`config.mk`:
```
export PLATFORM = sky130hd
export DESIGN_NAME = rms_current_monitor_trip
export DESIGN_NICKNAME = d
export VERILOG_FILES = /design/src/hdl/rcmt_pkg.sv /design/src/hdl/rms_current_monitor_trip.sv /design/src/hdl/rcmt_front.sv /design/src/hdl/rcmt_queue.sv /design/src/hdl/rcmt_back.sv
export SDC_FILE = /design/constraint.sdc
export NUM_CORES = 2
export LEC_CHECK = 0
export BUFFER_PORTS_ARGS = -buffer_cell sky130_fd_sc_hd__buf_2
export CAP_MARGIN = 10
export CORE_MARGIN = 2
export CORE_UTILIZATION = 45
export DETAILED_ROUTE_END_ITERATION = 6
export SYNTH_ARGS = -nofsm -noshare
export SYNTH_HDL_FRONTEND = slang
export SYNTH_SLANG_ARGS = --single-unit
```
`constraint.sdc`:
```
create_clock -name clk -period 8.96 [get_ports clk]
set_input_delay 0.448 -clock clk [delete_from_list [all_inputs] [get_ports clk]]
set_output_delay 0.448 -clock clk [all_outputs]
set_load 0.03 [all_outputs]
```
`src/hdl/rcmt_pkg.sv`:
```
// rcmt_pkg: shared types and constants of the rms current monitor
// action and result codes, field widths, queue job format, back-end states
// no dependencies
package rcmt_pkg;

    localparam int ADC_BITS    = 12;
    localparam int GAIN_W      = 16;
    localparam int GAIN_FRAC   = 14;
    localparam int ZC_W        = 13;
    localparam int WIN_W       = 4;
    localparam int CORR_BITS   = ADC_BITS + 2;
    localparam int CORR_LIMIT  = (1 << CORR_BITS) - 1;
    localparam int TRIP_W      = CORR_BITS;
    localparam int MEAN_W      = 2 * CORR_BITS;
    localparam int ROOT_W      = CORR_BITS;
    localparam int CFG_INDEX_W = 2;
    localparam int CFG_DATA_W  = 16;
    localparam int IN_DATA_W   = 16;
    localparam int OUT_DATA_W  = 32;
    localparam int USER_W      = 2;
    localparam int QUEUE_DEPTH = 4;

    localparam logic [WIN_W-1:0]  WINDOW_LOG2_RST = WIN_W'(8);
    localparam logic [GAIN_W-1:0] GAIN_RST        = GAIN_W'(16384);
    localparam logic [TRIP_W-1:0] TRIP_LEVEL_RST  = TRIP_W'(16383);

    typedef enum logic [CFG_INDEX_W-1:0] {
        REG_WINDOW_LOG2,
        REG_GAIN,
        REG_ZERO_CORR,
        REG_TRIP_LEVEL
    } cfg_reg_t;

    typedef enum logic [USER_W-1:0] {
        ACT_CAL,
        ACT_MEAS,
        ACT_SWITCH,
        ACT_NONE
    } action_t;

    typedef enum logic [USER_W-1:0] {
        KIND_CAL,
        KIND_RMS,
        KIND_SWITCH
    } kind_t;

    typedef struct packed {
        kind_t                kind;
        logic                 toggle;
        logic [MEAN_W-1:0]    mean;
        logic [ADC_BITS-1:0]  offset;
    } job_t;

    typedef enum logic [1:0] {
        ST_IDLE,
        ST_ROOT,
        ST_OUT
    } back_state_t;

endpackage

```
`src/hdl/rms_current_monitor_trip.sv`:
```
// rms_current_monitor_trip: windowed rms over-current monitor, top level
// a window-ending sample passes the 3-stage front pipeline and the job queue; the back end
// then loads the job and, for an rms result, runs the bit-serial square root before output
// throughput: one sample per cycle while the 4-entry job queue has room; the back end
// takes one job at a time and pops the next only after the last result is accepted
// reset: asynchronous, clears control state and loads register defaults, no clearing pass
module rms_current_monitor_trip
    import rcmt_pkg::*;
#(
    parameter int MAX_WINDOW_LOG2 = 10
)
(
    input  logic                   clk,
    input  logic                   rst_n,
    input  logic                   s_tvalid,
    output logic                   s_tready,
    input  logic [IN_DATA_W-1:0]   s_tdata,   // sample[11:0], switch_level[12], zero pad
    input  logic [USER_W-1:0]      s_tuser,   // action[1:0]
    output logic                   m_tvalid,
    input  logic                   m_tready,
    output logic [OUT_DATA_W-1:0]  m_tdata,   // rms_value[13:0], offset_value[25:14],
                                              // tripped[26], running[27], zero pad
    output logic [USER_W-1:0]      m_tuser,   // kind[1:0]
    input  logic                   cfg_wr_en,
    input  logic [CFG_INDEX_W-1:0] cfg_index,
    input  logic [CFG_DATA_W-1:0]  cfg_data
);

    localparam int LG_W = $clog2(MAX_WINDOW_LOG2 + 1);

    logic [WIN_W-1:0]         window_log2_reg;
    logic [GAIN_W-1:0]        gain_reg;
    logic signed [ZC_W-1:0]   zero_corr_reg;
    logic [TRIP_W-1:0]        trip_level_reg;
    logic [LG_W-1:0]          lg;

    logic q_push;
    logic q_pop;
    logic q_full;
    logic q_empty;
    job_t push_job;
    job_t head_job;

    assign lg = (int'(window_log2_reg) > MAX_WINDOW_LOG2) ? LG_W'(MAX_WINDOW_LOG2)
                                                           : LG_W'(window_log2_reg);

    always_ff @(posedge clk or negedge rst_n)
    begin
        if (!rst_n)
        begin
            window_log2_reg <= WINDOW_LOG2_RST;
            gain_reg        <= GAIN_RST;
            zero_corr_reg   <= '0;
            trip_level_reg  <= TRIP_LEVEL_RST;
        end
        else if (cfg_wr_en)
        begin
            unique case (cfg_reg_t'(cfg_index))
                REG_WINDOW_LOG2: window_log2_reg <= cfg_data[WIN_W-1:0];
                REG_GAIN:        gain_reg        <= cfg_data[GAIN_W-1:0];
                REG_ZERO_CORR:   zero_corr_reg   <= $signed(cfg_data[ZC_W-1:0]);
                REG_TRIP_LEVEL:  trip_level_reg  <= cfg_data[TRIP_W-1:0];
            endcase
        end
    end

    rcmt_front #(
        .MAX_WINDOW_LOG2 (MAX_WINDOW_LOG2)
    ) u_front (
        .clk       (clk),
        .rst_n     (rst_n),
        .s_tvalid  (s_tvalid),
        .s_tready  (s_tready),
        .s_tdata   (s_tdata),
        .s_tuser   (s_tuser),
        .lg        (lg),
        .gain      (gain_reg),
        .zero_corr (zero_corr_reg),
        .q_full    (q_full),
        .q_push    (q_push),
        .q_job     (push_job)
    );

    rcmt_queue u_queue (
        .clk      (clk),
        .rst_n    (rst_n),
        .push     (q_push),
        .push_job (push_job),
        .pop      (q_pop),
        .head_job (head_job),
        .full     (q_full),
        .empty    (q_empty)
    );

    rcmt_back u_back (
        .clk        (clk),
        .rst_n      (rst_n),
        .head_job   (head_job),
        .q_empty    (q_empty),
        .q_pop      (q_pop),
        .trip_level (trip_level_reg),
        .m_tvalid   (m_tvalid),
        .m_tready   (m_tready),
        .m_tdata    (m_tdata),
        .m_tuser    (m_tuser)
    );

endmodule

```
`src/hdl/rcmt_front.sv`:
```
// rcmt_front: accepts samples, tracks windows and the stored offset,
// and runs the gain, correction and square pipeline into the job queue
// depends on rcmt_pkg
module rcmt_front
    import rcmt_pkg::*;
#(
    parameter int MAX_WINDOW_LOG2 = 10,
    localparam int LG_W = $clog2(MAX_WINDOW_LOG2 + 1)
)
(
    input  logic                        clk,
    input  logic                        rst_n,
    input  logic                        s_tvalid,
    output logic                        s_tready,
    input  logic [IN_DATA_W-1:0]        s_tdata,
    input  logic [USER_W-1:0]           s_tuser,
    input  logic [LG_W-1:0]             lg,
    input  logic [GAIN_W-1:0]           gain,
    input  logic signed [ZC_W-1:0]      zero_corr,
    input  logic                        q_full,
    output logic                        q_push,
    output job_t                        q_job
);

    localparam int CNT_W    = MAX_WINDOW_LOG2 + 1;
    localparam int RAW_W    = ADC_BITS + MAX_WINDOW_LOG2;
    localparam int SQ_W     = MEAN_W + MAX_WINDOW_LOG2;
    localparam int PROD_W   = ADC_BITS + GAIN_W;
    localparam int SCALED_W = PROD_W + 1 - GAIN_FRAC;
    localparam int V_W      = CORR_BITS + 3;
    localparam logic [PROD_W:0] ROUND_HALF = (PROD_W + 1)'(1 << (GAIN_FRAC - 1));

    typedef struct packed {
        kind_t               kind;
        logic                emit;
        logic                first;
        logic                toggle;
        logic [ADC_BITS-1:0] offset;
    } tag_t;

    action_t              act;
    logic [ADC_BITS-1:0]  smp;
    logic                 lvl;
    logic                 en;
    logic                 accept;

    action_t              last_action_reg, last_action_next;
    logic                 last_switch_reg, last_switch_next;
    logic [CNT_W-1:0]     count_reg, count_next;
    logic [RAW_W-1:0]     raw_sum_reg, raw_sum_next;
    logic [ADC_BITS-1:0]  offset_reg, offset_next;

    logic [CNT_W-1:0]     cnt_base;
    logic [CNT_W-1:0]     cnt_inc;
    logic [CNT_W-1:0]     win_size;
    logic                 win_end;
    logic                 first;
    logic [RAW_W-1:0]     raw_total;
    kind_t                item_kind;

    logic                 s1_valid_reg, s1_valid_next;
    tag_t                 s1_tag_reg, s1_tag_next;
    logic [PROD_W-1:0]    s1_prod_reg, s1_prod_next;
    logic                 s2_valid_reg;
    tag_t                 s2_tag_reg;
    logic [CORR_BITS-1:0] s2_mag_reg, s2_mag_next;
    logic                 s3_valid_reg;
    tag_t                 s3_tag_reg;
    logic [MEAN_W-1:0]    s3_sq_reg, s3_sq_next;
    logic [SQ_W-1:0]      sq_sum_reg, sq_sum_next;

    logic [PROD_W:0]        rounded;
    logic [SCALED_W-1:0]    scaled;
    logic signed [V_W-1:0]  v;
    logic [V_W-1:0]         v_abs;

    assign act    = action_t'(s_tuser);
    assign smp    = s_tdata[ADC_BITS-1:0];
    assign lvl    = s_tdata[ADC_BITS];
    assign en     = !(s3_valid_reg && s3_tag_reg.emit && q_full);
    assign accept = s_tvalid && en;
    assign s_tready = en;

    // window bookkeeping at accept
    assign cnt_base  = (act != last_action_reg) ? '0 : count_reg;
    assign cnt_inc   = cnt_base + CNT_W'(1);
    assign win_size  = CNT_W'(1) << lg;
    assign win_end   = cnt_inc >= win_size;
    assign first     = cnt_base == '0;
    assign raw_total = (first ? '0 : raw_sum_reg) + RAW_W'(smp);

    always_comb
    begin
        unique case (act)
            ACT_CAL:    item_kind = KIND_CAL;
            ACT_MEAS:   item_kind = KIND_RMS;
            ACT_SWITCH: item_kind = KIND_SWITCH;
            ACT_NONE:   item_kind = KIND_CAL;
        endcase
    end

    always_comb
    begin
        last_action_next = last_action_reg;
        last_switch_next = last_switch_reg;
        count_next       = count_reg;
        raw_sum_next     = raw_sum_reg;
        offset_next      = offset_reg;
        s1_valid_next    = 1'b0;
        if (accept && act != ACT_NONE)
        begin
            last_action_next = act;
            s1_valid_next    = 1'b1;
            unique case (act)
                ACT_CAL:
                begin
                    raw_sum_next = raw_total;
                    count_next   = win_end ? '0 : cnt_inc;
                    if (win_end)
                    begin
                        offset_next = ADC_BITS'(raw_total >> lg);
                    end
                end
                ACT_MEAS:
                begin
                    count_next = win_end ? '0 : cnt_inc;
                end
                ACT_SWITCH:
                begin
                    last_switch_next = lvl;
                    count_next       = '0;
                end
                ACT_NONE:
                begin
                end
            endcase
        end
        s1_tag_next.kind   = item_kind;
        s1_tag_next.emit   = (act == ACT_SWITCH) || win_end;
        s1_tag_next.first  = first;
        s1_tag_next.toggle = last_switch_reg && !lvl;
        s1_tag_next.offset = offset_next;
        s1_prod_next       = PROD_W'(smp) * PROD_W'(gain);
    end

    // gain rounding, correction, saturation and magnitude
    always_comb
    begin
        rounded = {1'b0, s1_prod_reg} + ROUND_HALF;
        scaled  = rounded[PROD_W:GAIN_FRAC];
        v = $signed({{(V_W - SCALED_W){1'b0}}, scaled}) - V_W'(zero_corr)
            - $signed({{(V_W - ADC_BITS){1'b0}}, s1_tag_reg.offset});
        v_abs = v[V_W-1] ? V_W'(-v) : V_W'(v);
        s2_mag_next = (v_abs > V_W'(CORR_LIMIT)) ? CORR_BITS'(CORR_LIMIT)
                                                 : v_abs[CORR_BITS-1:0];
    end

    assign s3_sq_next  = MEAN_W'(s2_mag_reg) * MEAN_W'(s2_mag_reg);
    assign sq_sum_next = (s3_tag_reg.first ? '0 : sq_sum_reg) + SQ_W'(s3_sq_reg);

    assign q_push        = en && s3_valid_reg && s3_tag_reg.emit;
    assign q_job.kind    = s3_tag_reg.kind;
    assign q_job.toggle  = s3_tag_reg.toggle;
    assign q_job.offset  = s3_tag_reg.offset;
    assign q_job.mean    = MEAN_W'(sq_sum_next >> lg);

    always_ff @(posedge clk or negedge rst_n)
    begin
        if (!rst_n)
        begin
            last_action_reg <= ACT_CAL;
            last_switch_reg <= 1'b1;
            count_reg       <= '0;
            offset_reg      <= '0;
            s1_valid_reg    <= 1'b0;
            s2_valid_reg    <= 1'b0;
            s3_valid_reg    <= 1'b0;
        end
        else
        begin
            last_action_reg <= last_action_next;
            last_switch_reg <= last_switch_next;
            count_reg       <= count_next;
            offset_reg      <= offset_next;
            if (en)
            begin
                s1_valid_reg <= s1_valid_next;
                s2_valid_reg <= s1_valid_reg;
                s3_valid_reg <= s2_valid_reg;
            end
        end
    end

    always_ff @(posedge clk)
    begin
        raw_sum_reg <= raw_sum_next;
        if (en)
        begin
            s1_tag_reg  <= s1_tag_next;
            s1_prod_reg <= s1_prod_next;
            s2_tag_reg  <= s1_tag_reg;
            s2_mag_reg  <= s2_mag_next;
            s3_tag_reg  <= s2_tag_reg;
            s3_sq_reg   <= s3_sq_next;
            if (s3_valid_reg && s3_tag_reg.kind == KIND_RMS)
            begin
                sq_sum_reg <= sq_sum_next;
            end
        end
    end

endmodule

```
`src/hdl/rcmt_queue.sv`:
```
// rcmt_queue: short job queue between the front pipeline and the back end
// depends on rcmt_pkg
module rcmt_queue
    import rcmt_pkg::*;
(
    input  logic clk,
    input  logic rst_n,
    input  logic push,
    input  job_t push_job,
    input  logic pop,
    output job_t head_job,
    output logic full,
    output logic empty
);

    localparam int PTR_W = $clog2(QUEUE_DEPTH);
    localparam int CNT_W = PTR_W + 1;

    job_t             slots [QUEUE_DEPTH];
    logic [PTR_W-1:0] wr_ptr_reg, wr_ptr_next;
    logic [PTR_W-1:0] rd_ptr_reg, rd_ptr_next;
    logic [CNT_W-1:0] fill_reg, fill_next;
    logic             do_push;
    logic             do_pop;

    assign full     = fill_reg == CNT_W'(QUEUE_DEPTH);
    assign empty    = fill_reg == '0;
    assign do_push  = push && !full;
    assign do_pop   = pop && !empty;
    assign head_job = slots[rd_ptr_reg];

    always_comb
    begin
        wr_ptr_next = do_push ? wr_ptr_reg + PTR_W'(1) : wr_ptr_reg;
        rd_ptr_next = do_pop ? rd_ptr_reg + PTR_W'(1) : rd_ptr_reg;
        fill_next   = fill_reg + CNT_W'(do_push) - CNT_W'(do_pop);
    end

    always_ff @(posedge clk or negedge rst_n)
    begin
        if (!rst_n)
        begin
            wr_ptr_reg <= '0;
            rd_ptr_reg <= '0;
            fill_reg   <= '0;
        end
        else
        begin
            wr_ptr_reg <= wr_ptr_next;
            rd_ptr_reg <= rd_ptr_next;
            fill_reg   <= fill_next;
        end
    end

    always_ff @(posedge clk)
    begin
        if (do_push)
        begin
            slots[wr_ptr_reg] <= push_job;
        end
    end

endmodule

```
`src/hdl/rcmt_back.sv`:
```
// rcmt_back: takes jobs from the queue, runs the bit-serial square root,
// applies trip and switch toggles to the run flag and holds the result
// depends on rcmt_pkg
module rcmt_back
    import rcmt_pkg::*;
(
    input  logic                  clk,
    input  logic                  rst_n,
    input  job_t                  head_job,
    input  logic                  q_empty,
    output logic                  q_pop,
    input  logic [TRIP_W-1:0]     trip_level,
    output logic                  m_tvalid,
    input  logic                  m_tready,
    output logic [OUT_DATA_W-1:0] m_tdata,
    output logic [USER_W-1:0]     m_tuser
);

    localparam int REM_W  = ROOT_W + 3;
    localparam int STEP_W = $clog2(ROOT_W);
    localparam int PAD_W  = OUT_DATA_W - ROOT_W - ADC_BITS - 2;

    back_state_t         state_reg, state_next;
    logic [MEAN_W-1:0]   val_reg, val_next;
    logic [REM_W-1:0]    rem_reg, rem_next;
    logic [ROOT_W-1:0]   root_reg, root_next;
    logic [STEP_W-1:0]   step_reg, step_next;
    kind_t               kind_reg, kind_next;
    logic [ROOT_W-1:0]   rms_reg, rms_next;
    logic [ADC_BITS-1:0] offset_reg, offset_next;
    logic                tripped_reg, tripped_next;
    logic                run_reg, run_next;

    logic [REM_W-1:0]    rem_sh;
    logic [REM_W-1:0]    trial;
    logic                ge;
    logic [REM_W-1:0]    rem_it;
    logic [ROOT_W-1:0]   root_it;

    // one root bit per cycle
    assign rem_sh  = {rem_reg[REM_W-3:0], val_reg[MEAN_W-1 -: 2]};
    assign trial   = REM_W'({root_reg, 2'b01});
    assign ge      = rem_sh >= trial;
    assign rem_it  = ge ? rem_sh - trial : rem_sh;
    assign root_it = {root_reg[ROOT_W-2:0], ge};

    always_comb
    begin
        state_next   = state_reg;
        val_next     = val_reg;
        rem_next     = rem_reg;
        root_next    = root_reg;
        step_next    = step_reg;
        kind_next    = kind_reg;
        rms_next     = rms_reg;
        offset_next  = offset_reg;
        tripped_next = tripped_reg;
        run_next     = run_reg;
        q_pop        = 1'b0;
        m_tvalid     = 1'b0;
        unique case (state_reg)
            ST_IDLE:
            begin
                if (!q_empty)
                begin
                    q_pop        = 1'b1;
                    kind_next    = head_job.kind;
                    offset_next  = head_job.offset;
                    rms_next     = '0;
                    tripped_next = 1'b0;
                    if (head_job.kind == KIND_RMS)
                    begin
                        val_next   = head_job.mean;
                        rem_next   = '0;
                        root_next  = '0;
                        step_next  = STEP_W'(ROOT_W - 1);
                        state_next = ST_ROOT;
                    end
                    else
                    begin
                        if (head_job.kind == KIND_SWITCH)
                        begin
                            run_next = run_reg ^ head_job.toggle;
                        end
                        state_next = ST_OUT;
                    end
                end
            end
            ST_ROOT:
            begin
                val_next  = val_reg << 2;
                rem_next  = rem_it;
                root_next = root_it;
                step_next = step_reg - STEP_W'(1);
                if (step_reg == '0)
                begin
                    rms_next     = root_it;
                    tripped_next = root_it > trip_level;
                    if (root_it > trip_level)
                    begin
                        run_next = 1'b0;
                    end
                    state_next = ST_OUT;
                end
            end
            ST_OUT:
            begin
                m_tvalid = 1'b1;
                if (m_tready)
                begin
                    state_next = ST_IDLE;
                end
            end
            default:
            begin
                state_next = ST_IDLE;
            end
        endcase
    end

    assign m_tdata = {{PAD_W{1'b0}}, run_reg, tripped_reg, offset_reg, rms_reg};
    assign m_tuser = kind_reg;

    always_ff @(posedge clk or negedge rst_n)
    begin
        if (!rst_n)
        begin
            state_reg <= ST_IDLE;
            run_reg   <= 1'b0;
        end
        else
        begin
            state_reg <= state_next;
            run_reg   <= run_next;
        end
    end

    always_ff @(posedge clk)
    begin
        val_reg     <= val_next;
        rem_reg     <= rem_next;
        root_reg    <= root_next;
        step_reg    <= step_next;
        kind_reg    <= kind_next;
        rms_reg     <= rms_next;
        offset_reg  <= offset_next;
        tripped_reg <= tripped_next;
    end

endmodule

```
### Word-level counts from Yosys, hierarchy flattened

Memories as Yosys holds them, arrays and structs flattened.
Index checks and enable logic that the tools add are counted.

* add/subtract/negate cells: 13
* multiply operators: 2
* $lt $le $gt $ge: 5
* equal/unequal tests: 21
* shift operators: 3
* muxes and demuxes: 47
* bitwise operators: 3
* reductions and logical operators: 38

Operator list (count)
* 2-to-1 mux 14 bit: 4
* 2-to-1 mux 28 bit: 2
* one-hot mux 14 bit (2 select lines): 2
* one-hot mux 28 bit (2 select lines): 1
* 2-to-1 mux 15 bit: 3
* adder 38 x 28 -> 38 bit: 1
* 2-to-1 mux 38 bit: 1
* >> shifter 38 x 4 -> 28 bit: 1
* 2-to-1 mux 12 bit: 3
* one-hot mux 15 bit (2 select lines): 1
* adder 28 x 14 -> 29 bit (second input constant): 1
* multiplier 12 x 16 -> 28 bit: 1
* multiplier 14 x 14 -> 28 bit: 1
* adder 22 x 12 -> 22 bit: 1
* 2-to-1 mux 11 bit: 2
* 2-to-1 mux 22 bit: 1
* one-hot mux 11 bit (2 select lines): 1
* >> shifter 22 x 4 -> 12 bit: 1
* AND reduction 2 bit: 9
* >= comparator 17 x 16 -> 1 bit: 1
* > comparator 17 x 14 -> 1 bit (second input constant): 1
* 2-to-1 mux 17 bit: 1
* negation 17 bit: 1
* subtractor 16 x 13 -> 17 bit: 1
* 36 further kinds: 90

* register bits after elaboration: 357
* bits in writable memories: 172
* input port bits: 41
* word-level logic and storage cells: 177
* memories: 1

Memory list
* u_queue.slots: words 4, width 43, read ports 1, clocked after memory_dff 0, wr ports 1, RTL line rcmt_queue.sv:19 `job_t slots [QUEUE_DEPTH];`

### Longest topological paths before layout

* depth in word-level cells: 9
* mapped depth: 25
* gate-level depth less buffers: 24

### By module

Synthesis repeated with hierarchy kept, for this count alone.

* cell total of the unflattened synthesis: 3520
* area total of the unflattened synthesis: 38819.7 um2

By module, submodules not included
* rcmt_front: instances 1, cells an instance 2698, area an instance 25351.8 um2, sequential area each 5741.8 um2
* rcmt_queue: instances 1, cells an instance 266, area an instance 6731.5 um2, sequential area each 5340.1 um2
* rcmt_back: instances 1, cells an instance 450, area an instance 4843.4 um2, sequential area each 2777.7 um2
* rms_current_monitor_trip: instances 1, cells an instance 106, area an instance 1893.1 um2, sequential area each 1196.1 um2

### Least setup slack after synthesis

OpenSTA, ideal clock, no wires.

* kind: flip-flop to flip-flop
* start point: register u_front.s3_tag_reg[14] in the netlist's numbering
* end point: register u_front.s1_tag_reg[4] in the netlist's numbering, data pin
* arrival time: 6927 ps
* data required time: 8700 ps
* path slack: 1773 ps
* stages on the path, launching flop included: 8
* path buffers: 0
* cell sequence: edfxtp_1 nand4_1 nand2_1 nor3_1 o211ai_1 nor2_1 o211ai_1 o211a_1

* longest elaborated chain between the ends: 6

RTL lines
* start, declared: RTL line rcmt_front.sv:68 `tag_t s3_tag_reg;`
* start signal, assigned: RTL line rcmt_front.sv:203 `s3_tag_reg <= s2_tag_reg;`
* logical AND 1 bit (2 in series): RTL line rcmt_front.sv:80 `assign en = !(s3_valid_reg && s3_tag_reg.emit && q_full);`
* logical NOT 1 bit: RTL line rcmt_front.sv:80
* net s_tready: RTL line rms_current_monitor_trip.sv:16 `output logic s_tready,`
* logical AND 1 bit: RTL line rcmt_front.sv:81 `assign accept = s_tvalid && en;`
* logical AND 1 bit: RTL line rcmt_front.sv:110 `if (accept && act != ACT_NONE)`
* 2-to-1 mux 12 bit: RTL line rcmt_front.sv:110
* net u_front.offset_next[4]: RTL line rcmt_front.sv:51 `logic [ADC_BITS-1:0] offset_reg, offset_next;`
* end signal, assigned: RTL line rcmt_front.sv:199 `s1_tag_reg <= s1_tag_next;`
* end, declared: RTL line rcmt_front.sv:62 `tag_t s1_tag_reg, s1_tag_next;`

The timed path passes the listed nets, and every way through them passes these cells.
A chain may end at the register's enable or synchronous reset.

### Worst setup path in the final report

* start point: register u_front.s2_mag_reg[6]
* end point: register u_front.s3_sq_reg[27], data pin

* longest elaborated chain between the ends: 1

RTL lines
* start, declared: RTL line rcmt_front.sv:66 `logic [CORR_BITS-1:0] s2_mag_reg, s2_mag_next;`
* start signal, assigned: RTL line rcmt_front.sv:202 `s2_mag_reg <= s2_mag_next;`
* multiplier 14 x 14 -> 28 bit: RTL line rcmt_front.sv:158 `assign s3_sq_next = MEAN_W'(s2_mag_reg) * MEAN_W'(s2_mag_reg);`
* net u_front.s3_sq_next[27]: RTL line rcmt_front.sv:69 `logic [MEAN_W-1:0] s3_sq_reg, s3_sq_next;`
* end signal, assigned: RTL line rcmt_front.sv:204 `s3_sq_reg <= s3_sq_next;`
* end, declared: RTL line rcmt_front.sv:69

The timed path passes the listed nets, and every way through them passes these cells.

==> flow_metrics.env <==
export IMPL_regArea_mm2=0.0151
export IMPL_synth_area_top_cells="edfxtp_1 34%, fa_1 14%, ha_1 8.6%, inv_1 4.6%, dfrtp_1 4.6%"
export IMPL_core_area_mm2=0.0834
export IMPL_routed_wl_um=82200
export IMPL_syn_area_per_cell_um2=10.8
export IMPL_worstHoldPathCells=2
export IMPL_holdPathEnd="u_front.last_switch_reg"
export IMPL_largest_reg_flops=172
export IMPL_post_cts_setup_buffers=0
export IMPL_yosysSeqAreaShare=0.398
export IMPL_netlist_area_mm2=0.0378
export IMPL_place_hpwl_um=59300
export IMPL_cap_violations=0
export IMPL_grt_total_usage=0.192
export IMPL_ys_ff_latch=515
export IMPL_slowest_delay_ps=800
export IMPL_critPathKind="register to register"
export IMPL_wl_per_cell_um=17.7
export IMPL_synth_simple_area_share=0.127
export IMPL_yosys_area_top_type_share=0.341
export IMPL_synthAdderAreaFrac=0.230
export IMPL_finalSetupViolCount=0
export IMPL_synth_edf_count=429
export IMPL_antenna_cells=0
export IMPL_required_ps=9320
export IMPL_grt_overflow_total=0
export IMPL_vias=24950
export IMPL_io_pins=77
export IMPL_antenna_found_initial=0
export IMPL_crit_chain="inv_1 > nor2_1 > fa_1 > fa_1 > fa_1 > ha_1 > fa_1 > inv_1 > fa_1 > inv_1 > ha_1 > nand2_1 > nor3_1 > o2111ai_1 > a31oi_1 > nor2_1 > o31ai_1 > o21ai_0 > a21oi_1 > xnor2_1"
export IMPL_cts_made_buffers=55
export IMPL_cp_slowest_cell="edfxtp_1"
export IMPL_final_common_cell="inv_1"
export IMPL_cp_common_cell="fa_1"
export IMPL_grt_pass1_wl_um=134000
export IMPL_r2r_slack_ps=2340
export IMPL_clkTransAtPathRegs_ps=60
export IMPL_synth_area_mux_share=0.0548
export IMPL_rr_endpoint="u_front.s3_sq_reg[27]"
export IMPL_final_layout_size_suffix_gt1_frac=0.0996
export IMPL_cts_sinks=515
export IMPL_die_area_mm2=0.0863
export IMPL_timing_setup_tns_ps=0
export IMPL_antenna_left=0
export IMPL_drc=0
export IMPL_worstMarginPinSlew_ps=1160
export IMPL_final_cell_mix="466 x inv_1, 429 x edfxtp_1, 421 x nand2_1"
export IMPL_final_fill_count=7542
export IMPL_fmax_mhz=151
export IMPL_initial_core_util=0.453
export IMPL_end_kind="register"
export IMPL_cts_max_path_buffers=3
export IMPL_fp_dieW_um=294
export IMPL_worstSetupStartpointType="register"
export IMPL_rows=106
export IMPL_fin_crit_ps=6620
export IMPL_rr_startpoint="u_front.s2_mag_reg[6]"
export IMPL_via_per_inst=5.37
export IMPL_async_flop_share=0.167
export IMPL_hold_class="primary input to register"
export IMPL_finalCritPeriodShare=0.739
export IMPL_io_buffer_count=69
export IMPL_nNetsFinal=4091
export IMPL_grt_pass1_vias=24712
export IMPL_clk_latency_ps=620
export IMPL_grt_max_degree=74
export IMPL_first_pass_iters=5
export IMPL_synthFlopType="edfxtp_1"
export IMPL_rr_worst_depth=20
export IMPL_root_buffer="clkbuf_16"
export IMPL_area_growth_pct=9.18
export IMPL_drv_slew=0
export IMPL_yosysTopAreaCell="edfxtp_1"
export IMPL_worstHoldStart="s_tdata[12]"
export IMPL_multi_input_area_mm2=0.0205
export IMPL_hold_viol_final=0
export IMPL_htreeDepth=2
export IMPL_relSlewSlack=0.218
export IMPL_die_h_um=294
export IMPL_dr_first_iter_drc_count=1470
export IMPL_synth_top_family_by_area="adder cells"
export IMPL_synth_warnings=0
export IMPL_synth_compound_area_frac=0.0948
export IMPL_crit_arrival_ps=6980
export IMPL_fin_worst_skew_ps=24.2
export IMPL_synth_cell_types=95
export IMPL_crit_fanout=12
export IMPL_cts_tree="yes"
export IMPL_outcome="finished, final reports clean"
export IMPL_synthXorXnorAreaFrac=0.0340
export IMPL_gp_congestion=0.867
export IMPL_syn_inst=3492
export IMPL_grt_setup_unrepaired="false"
==> metal layers <==
| metal | vias up | wire (um) | global-route usage |
|---|---|---|---|
| met4 | 0 | 1370 | 0.0402 |
| met1 | 12370 | 39500 | 0.281 |
| met3 | 86 | 3270 | 0.0217 |
| met2 | 451 | 38000 | 0.311 |
| li1 | 12043 | - | - |
| met5 | - | 0 | 0 |
==> worst max-delay path, delay by kind of cell, from the launching register on <==
family	cells	cell delay, ps
XOR/XNOR	1	90
buffers and inverters	3	430
adder cells (fa/ha/maj)	7	3070
AND/OR/NAND/NOR	4	790
AO/OA/AOI/OAI	5	1170
flip-flops	1	800
==> area by class of cell <==
type,count,area share
Clock buffer,71,0.0371
Timing Repair Buffer,100,0.0142
Tap cell,1080,0.0327
Multi-Input combinational cell,2377,0.497
Inverter,469,0.0427
Clock inverter,33,0.0110
Sequential cell,515,0.365
==> Yosys cell counts, types with 7 or more instances <==
library cell and number:
dfstp_2 17, a211o_1 7, a22o_1 13, nor2_1 190, mux2_2 54, o21bai_1 11, o21a_1 30, xnor2_1 103
nor3_1 50, o21ai_0 86, nand4_1 21, a31oi_1 24, o22ai_1 11, nand3_1 48, nor2b_1 51, a21oi_1 140
buf_1 10, mux4_2 45, o31ai_1 7, fa_1 271, mux2i_1 44, a22oi_1 7, a21o_1 47, ha_1 261
nand2_1 422, clkbuf_1 112, o221ai_1 8, o21ai_1 9, a211oi_1 35, and3_1 26, nand2b_1 26, o211ai_1 22
or3_1 17, inv_1 466, xor2_1 37, dfrtp_1 69, and2_1 120, edfxtp_1 429, nor4_1 11
==> repair_timing <==
action                    4_1_cts  5_1_grt
resized for setup               0        0
hold endpoints to repair       14        0
hold buffers                    2        0
==> logic make-up (layout without fill, tap and decap cells) <==
logic type      count (synthesis)  after routing
xor+xnor                      143            143
mux                           144            144
compound gates                535            535
other cells                     1              4
simple gates                 1019           1019
flops                         515            515
buf+inv                       603            673
fa+ha+maj                     532            532
==> metrics by stage <==
stage	hold slack (ps)	worst slack [ps]	std cells	util	cell area, um^2
6_report	67.8	2340	4645	0.495	41300
3_3_place_gp	326	2210	4539	0.471	39300
4_1_cts	29.4	2150	4645	0.495	41300
2_1_floorplan	152	1770	3495	-	37800
5_1_grt	57.5	1760	4645	0.495	41300
3_5_place_dp	323	2180	4539	0.471	39300
==> worst max path at each step <==
stage	from	to	slack (ps)	cells past startpoint
after floorplan	u_front.s3_tag_reg[14]	u_front.s1_tag_reg[4]	1770	7
after global placement	u_front.s2_mag_reg[6]	u_front.s3_sq_reg[27]	2210	20
after detailed placement	u_front.s2_mag_reg[6]	u_front.s3_sq_reg[27]	2180	20
after CTS	u_front.s2_mag_reg[6]	u_front.s3_sq_reg[27]	2150	20
after global routing	u_front.s2_mag_reg[6]	u_front.s3_sq_reg[27]	1760	20
final	u_front.s2_mag_reg[6]	u_front.s3_sq_reg[27]	2340	20
Power is left out: the tool's default activity adds up to more than one toggle a clock period on the data nets, which glitch-free logic cannot reach.
